[config.mk]
export PLATFORM = sky130hd
export DESIGN_NAME = pdc_divider
export DESIGN_NICKNAME = d
export VERILOG_FILES = /design/src/sv/poisson_disk_candidate_check_unit_macros.svh /design/src/sv/pdc_pkg.sv /design/src/sv/pdc_divider.sv
export SDC_FILE = /design/constraint.sdc
export NUM_CORES = 1
export LEC_CHECK = 0
export BUFFER_PORTS_ARGS = -buffer_cell sky130_fd_sc_hd__clkbuf_2
export CAP_MARGIN = 20
export CORE_ASPECT_RATIO = 0.8
export CORE_MARGIN = 2
export CORE_UTILIZATION = 56
export DETAILED_ROUTE_END_ITERATION = 8
export PLACE_DENSITY_LB_ADDON = 0.1
export SLEW_MARGIN = 20
export SYNTH_ARGS = -nofsm -noshare
export SYNTH_HDL_FRONTEND = slang
export SYNTH_SLANG_ARGS = --single-unit
export TNS_END_PERCENT = 100
[constraint.sdc]
create_clock -name aclk -period 2.7 [get_ports aclk]
set_input_delay 0.27 -clock aclk [delete_from_list [all_inputs] [get_ports aclk]]
set_output_delay 0.27 -clock aclk [all_outputs]
set_load 0.02 [all_outputs]
[src/sv/poisson_disk_candidate_check_unit_macros.svh]
// poisson_disk_candidate_check_unit_macros.svh
// assertion macros shared by the candidate check unit; no dependencies
`ifndef POISSON_DISK_CANDIDATE_CHECK_UNIT_MACROS_SVH
`define POISSON_DISK_CANDIDATE_CHECK_UNIT_MACROS_SVH

// implication checked on every clock edge outside reset
`define PDC_ASSERT_IMP(label, clk, rstn, ante, cons, msg) \
    label: assert property (@(posedge clk) disable iff (!rstn) (ante) |-> (cons)) \
        else $error(msg);

// next-cycle implication checked outside reset
`define PDC_ASSERT_NEXT(label, clk, rstn, ante, cons, msg) \
    label: assert property (@(posedge clk) disable iff (!rstn) (ante) |=> (cons)) \
        else $error(msg);

`endif

[src/sv/pdc_pkg.sv]
// pdc_pkg.sv
// shared types and constants of the candidate check unit; no dependencies
package pdc_pkg;

    localparam int unsigned CellIdxW = 16;
    localparam int unsigned CountW   = 11;
    localparam logic [CountW-1:0] CountMax = 11'd2047;

    typedef enum logic [1:0] {
        CMD_CLEAR = 2'd0,
        CMD_SEED  = 2'd1,
        CMD_TEST  = 2'd2,
        CMD_TEST3 = 2'd3
    } cmd_t;

    typedef enum logic [2:0] {
        ST_ACCEPTED = 3'd0,
        ST_RANGE    = 3'd1,
        ST_OUTSIDE  = 3'd2,
        ST_FULL     = 3'd3,
        ST_OCCUPIED = 3'd4,
        ST_CLOSE    = 3'd5,
        ST_CLEARED  = 3'd6
    } status_t;

    typedef enum logic [2:0] {
        REG_X_LOW       = 3'd0,
        REG_X_HIGH      = 3'd1,
        REG_Y_LOW       = 3'd2,
        REG_Y_HIGH      = 3'd3,
        REG_CELL_WIDTH  = 3'd4,
        REG_CELL_HEIGHT = 3'd5,
        REG_MIN_RADIUS  = 3'd6,
        REG_MAX_POINTS  = 3'd7
    } reg_idx_t;

    typedef enum logic [3:0] {
        S_IDLE, S_DIV, S_LOCATE, S_CLEAR, S_OWN_RD, S_OWN_CHK,
        S_NB_ISSUE, S_NB_WAIT, S_DIST, S_CMP, S_WRITE, S_OUT
    } fsm_t;

    typedef struct packed {
        logic [15:0] x_low;
        logic [15:0] x_high;
        logic [15:0] y_low;
        logic [15:0] y_high;
        logic [15:0] cell_width;
        logic [15:0] cell_height;
        logic [15:0] min_radius;
        logic [10:0] max_points;
    } cfg_t;

    // divider handshake
    typedef struct packed {
        logic start;
        logic busy;
        logic done;
    } div_ctl_t;

endpackage

[src/sv/pdc_divider.sv]
// pdc_divider.sv
// restoring divider, one quotient bit a cycle, x and y in parallel; uses pdc_pkg
module pdc_divider (
    input  logic           aclk,
    input  logic           aresetn,
    input  logic           start,
    input  logic [15:0]    num_x,
    input  logic [15:0]    den_x,
    input  logic [15:0]    num_y,
    input  logic [15:0]    den_y,
    output pdc_pkg::div_ctl_t ctl,
    output logic [15:0]    quot_x,
    output logic [15:0]    quot_y
);
    import pdc_pkg::*;

    logic [4:0]  cnt_reg;
    logic        busy_reg, done_reg;
    logic [15:0] qx_reg, qy_reg, nx_reg, ny_reg;
    logic [16:0] rx_reg, ry_reg;
    logic [16:0] rx_sh, ry_sh;

    assign rx_sh = {rx_reg[15:0], nx_reg[15]};
    assign ry_sh = {ry_reg[15:0], ny_reg[15]};

    // control
    always_ff @(posedge aclk) begin
        if (!aresetn) begin
            busy_reg <= 1'b0;
            done_reg <= 1'b0;
            cnt_reg  <= '0;
        end else begin
            done_reg <= 1'b0;
            if (start && !busy_reg) begin
                busy_reg <= 1'b1;
                cnt_reg  <= 5'd16;
            end else if (busy_reg) begin
                cnt_reg <= cnt_reg - 5'd1;
                if (cnt_reg == 5'd1) begin
                    busy_reg <= 1'b0;
                    done_reg <= 1'b1;
                end
            end
        end
    end

    // datapath
    always_ff @(posedge aclk) begin
        if (start && !busy_reg) begin
            nx_reg <= num_x;
            ny_reg <= num_y;
            rx_reg <= '0;
            ry_reg <= '0;
        end else if (busy_reg) begin
            nx_reg <= {nx_reg[14:0], 1'b0};
            ny_reg <= {ny_reg[14:0], 1'b0};
            if (rx_sh >= {1'b0, den_x}) begin
                rx_reg <= rx_sh - {1'b0, den_x};
                qx_reg <= {qx_reg[14:0], 1'b1};
            end else begin
                rx_reg <= rx_sh;
                qx_reg <= {qx_reg[14:0], 1'b0};
            end
            if (ry_sh >= {1'b0, den_y}) begin
                ry_reg <= ry_sh - {1'b0, den_y};
                qy_reg <= {qy_reg[14:0], 1'b1};
            end else begin
                ry_reg <= ry_sh;
                qy_reg <= {qy_reg[14:0], 1'b0};
            end
        end
    end

    assign ctl.start = start;
    assign ctl.busy  = busy_reg;
    assign ctl.done  = done_reg;
    assign quot_x    = qx_reg;
    assign quot_y    = qy_reg;

endmodule

* After elaboration in Yosys (flattened, before gate mapping)
Cells that the tools add are included.
** Operators by class
- Reductions and logical operators :: 6
- Multiplexer cells :: 14
- Order comparisons :: 2
- Bitwise logic cells :: 3
- $add $sub $neg :: 3
- Equality and inequality tests :: 1
** Operator list (number)
- 16-bit 2-to-1 mux :: 6
- 17-bit by 16-bit greater-or-equal comparator with 1-bit output :: 2
- 16-bit subtractor :: 2
- 5-bit 2-to-1 mux :: 2
- 1-bit 2-to-1 mux :: 6
- 5-bit by 1-bit equality test with 1-bit output, second input constant :: 1
- 5-bit by 1-bit subtractor with 5-bit output, second input constant :: 1
- 1-bit NOT :: 3
- 3-bit OR reduction :: 1
- 2-bit AND reduction :: 1
- 2-bit nonzero test :: 1
- 2-bit OR reduction :: 1
- 1-bit logical AND :: 1
- 1-bit logical NOT :: 1
** Storage, ports and cells
- Logic and storage cells :: 39
- Output and inout port bits :: 35
- Register bits :: 103

* Depth between registers and ports, before layout
Gate-level depths: netlist of run 1.
- Depth in word-level cells :: 4
- Gate-level depth with buffers :: 12
- Mapped depth without buffers :: 10

* Worst setup path before layout of run 1
No wires, ideal clock.
- Kind :: in2reg
- Start point :: input port den_y[1]
- End point :: register ry_reg[11]
- Data arrival time :: 2203 ps
- Path slack :: 367 ps
- Required time :: 2571 ps
- Cell stages on the path :: 11
- Buffers on the path :: 1
- Cell sequence :: inv_1 > ha_1 > nor2b_4 > o31a_1 > a211oi_2 > o211ai_2 > a41oi_4 > inv_4 > buf_6 > mux2i_1 > o22ai_1
** On the way
- Longest elaborated chain between the ends :: 2
** Ends and longest elaborated chain
- from (decl) :: line pdc_divider.sv:10 : input logic [15:0] den_y,
- 16-bit subtractor or 17-bit by 16-bit greater-or-equal comparator with 1-bit output (tied branches) :: line pdc_divider.sv:65, pdc_divider.sv:64
- 16-bit 2-to-1 mux * :: line pdc_divider.sv:64 : if (ry_sh >= {1'b0, den_y}) begin
- to (signal assigned) :: line pdc_divider.sv:65 : ry_reg <= ry_sh - {1'b0, den_y};
- to (signal assigned) :: line pdc_divider.sv:68 : ry_reg <= ry_sh;
- to (decl) :: line pdc_divider.sv:20 : logic [16:0] rx_reg, ry_reg;
Mark *: on every way between the ends. The rest lies on a longest branch, timed or not.
A chain may end at the register's enable or synchronous reset.

* Worst setup path in the final report of run 1
- Start point :: register rx_reg[9]
- End point :: register rx_reg[1]
** On the way
- Longest elaborated chain between the ends :: 2
** Ends and longest elaborated chain
- from (decl) :: line pdc_divider.sv:20
- from (signal assigned) :: line pdc_divider.sv:58 : rx_reg <= rx_sh - {1'b0, den_x};
- from (signal assigned) :: line pdc_divider.sv:61 : rx_reg <= rx_sh;
- 17-bit by 16-bit greater-or-equal comparator with 1-bit output :: line pdc_divider.sv:57 : if (rx_sh >= {1'b0, den_x}) begin
- 16-bit 2-to-1 mux :: line pdc_divider.sv:57
No other way between the ends.

==> summary.md, run 1 <==
| Metric | Value |
|---|---|
| Status | `complete, no violations` |
| Antenna violations before repair | `0` |
| Nets | `722` |
| Area grow syn2layout | `16.6%` |
| Final Hold Fails | `0` |
| Post-route ant nets | `0` |
| Startpoint type of the worst setup path | `flip-flop` |
| All-Layer GR Usage | `0.215` |
| Via density per instance | `5.49` |
| Slowest stage cell on the critical path | `dfxtp_1` |
| Die Wd | `116 um` |
| Die area | `10,900 sq um` |
| Ports | `102` |
| Clk sinks | `103` |
| Share of the clock period used by the worst path | `0.944` |
| Pins Over Slew Limit | `0` |
| Longest Clk Path Bufs | `2` |
| Fillers | `795` |
| Crit path DAT | `2790 ps` |
| Area contributors post-synth | `edfxtp_1 (34%), dfxtp_1 (14%), ha_1 (7.6%)` |
| Bufs and invs on worst path | `1` |
| Detailed Route Iter0 Violations | `243` |
| Post-CTS Setup Repair Bufs | `0` |
| Non-Filler Instances | `760` |
| Placed cells | `744` |
| Placement-stage cell area | `6260 sq um` |
| Worst IR Drop VDD | `0.342 mV` |
| Antenna diodes | `0` |
| Unrepaired setup endpoints after global routing | `no` |
| Share of layout cells above drive strength 1 | `0.268` |
| Starting density of the core | `0.580` |
| # setup viols final | `0` |
| Yosys warning count | `0` |
| TNS Setup | `0 ps` |
| Top Family by Delay on Critical Path | `compound AO/OA/AOI/OAI gates` |
| Routed Wire Length | `11.3 mm` |
| H-Tree Depth | `3` |
| Multiplexer share of the synthesized area | `0.0993` |
| Vias in the first global route | `4,020` |
| IO buf count | `101` |
| CTS tree | `built` |
| Syn Std Cell Area | `5620 sq um` |
| Post-synthesis compound-gate area fraction | `0.157` |
| Clock Latency Late Sink | `350 ps` |
| Leakage power | `2.80 nW` |
| Syn_area_per_cell | `10.8 sq um` |
| Post-Synth XOR/XNOR Area | `0.0374` |
| Largest family of logic cells by synthesized area | `compound AO/OA/AOI/OAI gates` |
| Yosys cell types | `60` |
| DR vias | `4,176` |
| Final routed DRC violation total | `0` |
| FP Rows | `32` |
| Post-Synth Adder-Cell Area | `0.0828` |
| WL/cell | `14.8 um` |
| Yosys top cell area share | `0.342` |
| Critical Path RT | `2940 ps` |
| Clock root cell | `clkbuf_16` |
| Num CTS Buffers | `9` |
| Most common cell after layout, fill and taps aside | `clkbuf_2` |
| FMAX | `392 MHz` |
| Sequential area share after synthesis | `0.481` |
| Syn nets | `622` |
| CP max stage delay | `400 ps` |
| Power Dens Cells | `729 nW/um^2` |
| Commonest non-fill, non-tap cells in the layout | `clkbuf_2 (101), edfxtp_1 (64), nand2_1 (43)` |
| Worst slew margin | `0.667` |
| Vert. Die Dim | `93.6 um` |
| DP Worst Slack | `74.1 ps` |
| Max Fanout on Critical Path | `13` |
| Worst slew pin tran | `500 ps` |
| Simple-gate share of the synthesized area | `0.0955` |
| Post-route cell area | `6550 sq um` |
| Leading area contributor after synthesis | `edfxtp_1` |
| Endpoint class of the critical path | `flip-flop` |
| Post-synth EDFFs | `64` |
| Synthesized flop and latch total | `103` |
| Top_reg_cell synth | `edfxtp_1` |
| Syn Inst Count | `519` |
| Routability cong. | `0.878` |
| Final WS setup | `152 ps` |
| Largest net degree at the start of global routing | `45` |
| CP cell instances | `ha_1 -> a21oi_1 -> o21a_1 -> o21ai_0 -> a211oi_1 -> and3_2 -> inv_2 -> mux2i_1 -> a22o_1` |
| Ys async rst share | `0` |
| Max Cap Viol | `0` |
| Core area | `9690 sq um` |
| Post-detail-place hpwl | `7.95 mm` |
| Drt pass-1 iters | `4` |
| Minimum clock period | `2550 ps` |
| Clock Skews | `8.13 ps` |
| First-pass GRT wire length | `18.4 mm` |
| Crit path kind | `flip-flop to flip-flop` |
| Overflow left after global routing | `0` |
| Min-Delay Path Class | `input pin to flip-flop` |
| Clk pin slew, worst setup/hold paths | `70 ps` |
## final cells by class
type	instances	area [sq um]	area share
Clock buffer	9	225	0.0344
Tap cell	136	170	0.0260
Inverter	43	164	0.0250
Sequential cell	103	2700	0.413
Multi-Input combinational cell	353	2660	0.406
Timing Repair Buffer	109	566	0.0863
Clock inverter	7	61.3	0.00935
## kinds of logic after synthesis
| family | after synthesis |
|---|---|
| adder cells (fa/ha/maj) | 36 |
| buffers and inverters | 63 |
| AO/OA/AOI/OAI | 127 |
| AND/OR/NAND/NOR | 114 |
| multiplexers | 52 |
| XOR/XNOR | 24 |
| flip-flops | 103 |
## power breakdown
group          switching (mW)  leakage [nW]  internal, mW
Sequential              0.132         0.946          1.91
Combinational           0.811          1.71         0.665
Clock                   0.616         0.142         0.646
Total                    1.56          2.80          3.22
## path summary, 6_finish.rpt
| check | from | to | slack [ps] | cells after the start |
|---|---|---|---|---|
| setup / recovery | rx_reg[9] | rx_reg[1] | 150 | 9 |
| hold / removal | num_x[0] | nx_reg[0] | 200 | 2 |
| setup reg to reg | rx_reg[9] | rx_reg[1] | 150 | 9 |
| hold reg to reg | quot_x[7] | quot_x[8] | 450 | 0 |
## cells in the mapped netlist, types with 5 or more instances
cell type and count:
nor2_1 26, nand2_1 43, xnor2_1 15, nor3_1 8
a21oi_1 25, edfxtp_1 64, xor2_1 9, nor2b_1 5
mux2_2 30, o21a_1 10, a22o_1 5, a21o_1 9
a32oi_1 5, o21ai_0 35, dfxtp_1 39, nand3_1 8
mux2i_1 22, inv_1 41, clkbuf_1 12, ha_1 34
and3_1 5, and2_1 6
## worst reg2reg max path, delay by kind of cell, from the launching register on
| kind | cells | cell delay (ps) |
|---|---|---|
| muxes | 1 | 170 |
| AOI/OAI and AO/OA | 5 | 1070 |
| buffers and inverters | 1 | 170 |
| and+or+nand+nor | 1 | 310 |
| adders and majority gates | 1 | 330 |
| DFF | 1 | 400 |
## timing repair
item	CTS	global route
hold buffers	0	0
setup endpoints to repair	0	10
gates resized for setup	0	2
## routing by layer
| layer | share of wire | vias to the layer above | track usage |
|---|---|---|---|
| li1 | - | 2097 | - |
| met1 | 0.47 | 1961 | 0.288 |
| met2 | 0.47 | 108 | 0.347 |
| met3 | 0.054 | 10 | 0.0531 |
| met4 | 0.0068 | 0 | 0.0665 |
| met5 | 0 | - | 0 |
## per-stage QoR
stage,hold WS (ps),utilization,power [mW]
after CTS,187,0.676,4.83
after detailed placement,436,0.646,3.54
after global placement,430,0.646,3.50
after global routing,192,0.676,5.07
after floorplan,386,-,3.22
final,205,0.676,4.78
Power figures use the tool's default switching activity.
==> run 2: changes to the inputs <==
--- a/config.mk
+++ b/config.mk
@@ -11,7 +11,7 @@
 export CORE_MARGIN = 2
 export CORE_UTILIZATION = 56
 export DETAILED_ROUTE_END_ITERATION = 8
-export PLACE_DENSITY_LB_ADDON = 0.1
+export PLACE_DENSITY = 0.86
 export SLEW_MARGIN = 20
 export SYNTH_ARGS = -nofsm -noshare
 export SYNTH_HDL_FRONTEND = slang
==> run 2 against run 1 <==
  * Critical path depth did not move
  * Cell count fell by 0.13%
  * Non-clock buffer count did not move
  * Maximum frequency rose by 2.8%
  * Combinational power barely moved
  * First-iteration DRC count rose by 26%
  * Sequential share of layout area rose by 0.055 points
  * Count of clock-buffer cells in the layout did not move
==> summary.md, run 2 (same netlist as run 1, synthesis figures left out) <==
| Metric | Value |
|---|---|
| Final Hold Fails | `0` |
| Ports | `102` |
| Longest Clk Path Bufs | `2` |
| Antenna diodes | `0` |
| Power Dens Cells | `725 nW/um^2` |
| Overflow left after global routing | `0` |
| Worst slew pin tran | `477 ps` |
| Bufs and invs on worst path | `1` |
| Leakage power | `2.79 nW` |
| Pins Over Slew Limit | `0` |
| Clock Skews | `7.73 ps` |
| Antenna violations before repair | `0` |
| TNS Setup | `0 ps` |
| DR vias | `4,234` |
| Area grow syn2layout | `16.5%` |
| Fillers | `760` |
| Vias in the first global route | `4,134` |
| Endpoint class of the critical path | `flip-flop` |
| Post-CTS Setup Repair Bufs | `0` |
| Share of layout cells above drive strength 1 | `0.266` |
| Final routed DRC violation total | `0` |
| Crit path kind | `flip-flop to flip-flop` |
| Critical Path RT | `2940 ps` |
| All-Layer GR Usage | `0.217` |
| Design Power | `4.74 mW` |
| Max Fanout on Critical Path | `13` |
| Num CTS Buffers | `9` |
| IO buf count | `101` |
| Max Cap Viol | `0` |
| Routed Wire Length | `11.4 mm` |
| Footprint of the multi-input gates | `2660 sq um` |
| Worst slew margin | `0.674` |
| Commonest non-fill, non-tap cells in the layout | `clkbuf_2 (101), edfxtp_1 (64), nand2_1 (43)` |
| Minimum clock period | `2480 ps` |
| Nets | `722` |
| Crit path DAT | `2710 ps` |
| Slowest stage cell on the critical path | `dfxtp_1` |
| Top Family by Delay on Critical Path | `compound AO/OA/AOI/OAI gates` |
| Final WS setup | `222 ps` |
| Routability cong. | `0.921` |
| FMAX | `404 MHz` |
| Via density per instance | `5.58` |
| H-Tree Depth | `3` |
| CP startpoint | `rx_reg[9]` |
| Clock root cell | `clkbuf_16` |
| WL/cell | `15.0 um` |
| First-pass GRT wire length | `18.8 mm` |
| Status | `complete, no violations` |
| Hold Worst Slack | `203 ps` |
| Starting density of the core | `0.580` |
| Min-Delay Path Class | `input pin to flip-flop` |
| Hold path startpoint | `num_y[0]` |
| Unrepaired setup endpoints after global routing | `no` |
| DP Worst Slack | `126 ps` |
| Die Wd | `116 um` |
| Share of the clock period used by the worst path | `0.918` |
| # setup viols final | `0` |
| Die area | `10,900 sq um` |
| Largest net degree at the start of global routing | `45` |
| Post-route ant nets | `0` |
| Vert. Die Dim | `93.6 um` |
| Drt pass-1 iters | `5` |
| Clock Latency Late Sink | `340 ps` |
| Most common cell after layout, fill and taps aside | `clkbuf_2` |
| CTS tree | `built` |
| Clk pin slew, worst setup/hold paths | `70 ps` |
| Core area | `9690 sq um` |
| Post-detail-place hpwl | `8.45 mm` |
| R2r startpoint | `rx_reg[9]` |
| CP max stage delay | `410 ps` |
| Detailed Route Iter0 Violations | `307` |
| Worst IR Drop VDD | `0.384 mV` |
| FP Rows | `32` |
| CP cell instances | `ha_1 -> a21oi_1 -> o21a_1 -> o21ai_0 -> a211oi_1 -> and3_1 -> inv_2 -> mux2i_1 -> a22o_1` |
| Clk sinks | `103` |
| Startpoint type of the worst setup path | `flip-flop` |
| Storage element area | `2700 sq um` |
==> run 2: cell count changes in the layout (fill, tap and decap cells not counted), sizes merged <==
| cell | delta |
|---|---|
| clkinvlp | +1 |
| inv | -2 |
==> run 2: power breakdown <==
group | leakage (nW) | internal [mW] | switching (mW) | total [mW]
sequential | 0.946 | 1.91 | 0.128 | 2.04
clock | 0.134 | 0.635 | 0.584 | 1.22
combinational | 1.71 | 0.667 | 0.821 | 1.49
==> run 2: path summary, 6_finish.rpt <==
path                                   to  slack, ps  cells after the start
worst min-delay path            ny_reg[0]        200                      2
worst max register to register  rx_reg[1]        220                      9
worst min register to register  quot_x[9]        450                      0
worst max-delay path            rx_reg[1]        220                      9
==> run 2: final cells by class <==
type | count | area share
inverter | 43 | 0.0250
clock inverter | 6 | 0.00822
clock buffer | 9 | 0.0344
sequential | 103 | 0.413
tap | 136 | 0.0260
timing repair buffer | 109 | 0.0864
multi-input combinational | 353 | 0.407
==> run 2: metal layers <==
metal,vias to the layer above,track usage,share of wire
met5,-,0,0
met4,0,0.0655,0.014
met3,16,0.0512,0.076
met2,156,0.349,0.45
met1,1962,0.292,0.46
li1,2100,-,-
==> run 2: through the flow <==
| stage | instance area [sq um] | util | std cells |
|---|---|---|---|
| floorplan | 5620 | - | 519 |
| global placement | 6260 | 0.646 | 744 |
| detailed placement | 6260 | 0.646 | 744 |
| CTS | 6540 | 0.675 | 759 |
| global route | 6550 | 0.675 | 759 |
| finish | 6550 | 0.675 | 759 |
==> run 2: timing repair <==
item / 4_1_cts / 5_1_grt
hold buffers: 0 / 0
gates resized for setup: 0 / 1
setup endpoints to repair: 0 / 2
==> run 3: changes to the inputs <==
--- a/config.mk
+++ b/config.mk
@@ -5,14 +5,15 @@
 export SDC_FILE = /design/constraint.sdc
 export NUM_CORES = 1
 export LEC_CHECK = 0
+export ABC_AREA = 1
 export BUFFER_PORTS_ARGS = -buffer_cell sky130_fd_sc_hd__clkbuf_2
 export CAP_MARGIN = 20
 export CORE_ASPECT_RATIO = 0.8
 export CORE_MARGIN = 2
-export CORE_UTILIZATION = 56
+export CORE_UTILIZATION = 45
 export DETAILED_ROUTE_END_ITERATION = 8
-export PLACE_DENSITY = 0.86
-export SLEW_MARGIN = 20
+export PLACE_DENSITY = 0.72
+export SLEW_MARGIN = 5
 export SYNTH_ARGS = -nofsm -noshare
 export SYNTH_HDL_FRONTEND = slang
 export SYNTH_SLANG_ARGS = --single-unit
==> run 3 against run 2 <==
  * Count of clock-buffer cells in the layout increased by 1
  * First-iteration DRC count increased by 8.1%
  * Flip-flop and latch count unchanged
  * Combinational power increased by 32%
  * Total power increased by 11%
  * Synthesized cell count increased by 67%
  * Sequential power about the same
  * Final area increased by 12%
  * Clock power about the same
  * Clock skew decreased by 0.50 ps
  * Largest power group unchanged
  * Highest routed layer unchanged
==> summary.md, run 3 <==
| Metric | Value |
|---|---|
| Worst IR Drop VDD | `0.511 mV` |
| Minimum clock period | `2150 ps` |
| FP Rows | `39` |
| Hold Worst Slack | `185 ps` |
| Antenna diodes | `0` |
| Unrepaired setup endpoints after global routing | `no` |
| Post-CTS Setup Repair Bufs | `0` |
| Post-CTS sizing | `0` |
| Final Hold Fails | `0` |
| Area contributors post-synth | `edfxtp_1 (30%), nand2_1 (19%), dfxtp_1 (12%)` |
| Synthesized flop and latch total | `103` |
| M1 WL | `7.11 mm` |
| Status | `complete, no violations` |
| Met2 wire len | `6.04 mm` |
| Max Cap Viol | `0` |
| Clock Latency Late Sink | `340 ps` |
| Syn Inst Count | `868` |
| Die Wd | `138 um` |
| Yosys cell types | `41` |
| Clk sinks | `103` |
| Nets | `1,063` |
| Antenna violations before repair | `0` |
| FMAX | `466 MHz` |
| Switching power total | `1.98 mW` |
| Clk pin slew, worst setup/hold paths | `70 ps` |
| Leading area contributor after synthesis | `edfxtp_1` |
| IO buf count | `101` |
| Design Power | `5.25 mW` |
| Yosys top cell area share | `0.299` |
| Starting density of the core | `0.456` |
| Share of layout cells above drive strength 1 | `0.167` |
| Syn_area_per_cell | `7.41 sq um` |
| Final routed DRC violation total | `0` |
| Critical Path RT | `2980 ps` |
| Worst slew pin tran | `859 ps` |
| CTS tree | `built` |
| Final Util | `0.520` |
| Min-Delay Path Class | `input pin to flip-flop` |
| Ports | `102` |
| Overflow left after global routing | `0` |
| Top_reg_cell synth | `edfxtp_1` |
| Routability cong. | `0.887` |
| Syn Std Cell Area | `6430 sq um` |
| Detailed Route Iter0 Violations | `332` |
| Max Fanout on Critical Path | `17` |
| Share of the clock period used by the worst path | `0.795` |
| Routed Wire Length | `14.1 mm` |
| Vias in the first global route | `4,916` |
| Post-detail-place hpwl | `10.4 mm` |
| Met3 wire length | `799 um` |
| Commonest non-fill, non-tap cells in the layout | `nand2_1 (331), inv_1 (139), clkbuf_2 (101)` |
| Startpoint type of the worst setup path | `flip-flop` |
| Num CTS Buffers | `9` |
| Clock Skews | `7.23 ps` |
| Sequential area share after synthesis | `0.420` |
| Fillers | `1,394` |
| Core area | `14,100 sq um` |
| WL/cell | `12.2 um` |
| Highest routed metal layer | `met4` |
| Vert. Die Dim | `111 um` |
| All-Layer GR Usage | `0.191` |
| Sw Share | `0.378` |
| R2R setup slack | `550 ps` |
| Drt pass-1 iters | `5` |
| Post-route ant nets | `0` |
| Endpoint class of the critical path | `flip-flop` |
| First-pass GRT wire length | `23.4 mm` |
| H-Tree Depth | `3` |
| Power Dens Cells | `716 nW/um^2` |
| Power Internal | `3.27 mW` |
| Yosys warning count | `0` |
| Clock share of power | `0.237` |
| Worst slew margin | `0.426` |
| Crit path DAT | `2430 ps` |
| CTS Hold Buffers Added | `0` |
| DR vias | `5,419` |
| Reg power frac | `0.390` |
| Syn nets | `971` |
| Longest Clk Path Bufs | `2` |
| TNS Setup | `0 ps` |
| Most common cell in the netlist | `nand2_1` |
| Most common cell after layout, fill and taps aside | `nand2_1` |
| Leakage power | `3.92 nW` |
| Comb pwr share | `0.374` |
| Clock root cell | `clkbuf_16` |
| Ys async rst share | `0` |
| Largest net degree at the start of global routing | `67` |
| # setup viols final | `0` |
| Area grow syn2layout | `14.0%` |
| Post-synth EDFFs | `64` |
| Via density per instance | `4.72` |
| Die area | `15,300 sq um` |
| Top post-synthesis cells by count | `nand2_1 (331), inv_1 (139), nand3_1 (81)` |
| Pins Over Slew Limit | `0` |
| Crit path kind | `flip-flop to flip-flop` |
## run 3: cell types whose count changed after synthesis, sizes merged, moves of 8 or more
cell and delta:
o21a -8, nand3b +9, a21o -9, o21ai -25
inv +102, nand2 +308, mux2 -30, mux2i -22
nand3 +76, nor2 +17
## run 3: worst max-delay path: stages (launching register included)
cell     delay (ps)
dfxtp_1         340
ha_1            360
nand2_2         140
inv_2            40
nand2_2          70
nor2_2           50
nand3_1          80
nand2_2          70
nor2_4          370
nand2_4         260
nand2_1         140
nand3_1          70
nand2_1          90
## run 3: power groups by stage
stage | combinational, mW | sequential [mW] | clock (mW)
2_1_floorplan | 1.55 | 2.09 | 0
3_3_place_gp | 1.93 | 2.07 | 0
3_5_place_dp | 1.95 | 2.08 | 0
4_1_cts | 1.96 | 2.05 | 1.28
5_1_grt | 2.25 | 2.07 | 1.34
6_report | 1.96 | 2.04 | 1.24
## run 3: routing by layer
| metal | track usage | up-vias |
|---|---|---|
| li1 | - | 2896 |
| met1 | 0.276 | 2389 |
| met2 | 0.293 | 125 |
| met3 | 0.0421 | 9 |
| met4 | 0.0392 | 0 |
| met5 | 0 | - |
## run 3: logic make-up (layout without fill, tap and decap cells)
| kind of cell | after synthesis | after routing | share of synthesized area |
|---|---|---|---|
| xor gates and xnor gates | 14 | 14 | 0.0191 |
| AOI/OAI and AO/OA | 37 | 37 | 0.0308 |
| and+or+nand+nor | 508 | 508 | 0.348 |
| adders and majority gates | 36 | 36 | 0.0724 |
| buffers and inverters | 170 | 267 | 0.109 |
| DFF | 103 | 103 | 0.420 |
## run 3: area by class of cell
cell class / instances / area (sq um) / share of cell area
inverters: 146 / 548 / 0.0748
flip-flops and latches: 103 / 2700 / 0.369
multi-input cells: 595 / 3030 / 0.413
repair buffers: 105 / 536 / 0.0731
clock inverters: 6 / 53.8 / 0.00734
well taps: 184 / 230 / 0.0314
clock buffers: 10 / 229 / 0.0312
## run 3: final timing paths
check / from / end / cells after the start
max: ry_reg[9] / ry_reg[10] / 12
min: aresetn / busy_reg / 3
max reg2reg: ry_reg[9] / ry_reg[10] / 12
min reg2reg: quot_x[5] / quot_x[6] / 0
## run 3: through the flow
| step | cell area, sq um | worst slack (ps) | instances |
|---|---|---|---|
| after floorplan | 6430 | 782 | 868 |
| after global placement | 7050 | 581 | 1133 |
| after detailed placement | 7050 | 534 | 1133 |
| after CTS | 7330 | 556 | 1149 |
| after global routing | 7330 | 344 | 1149 |
| final | 7330 | 553 | 1149 |
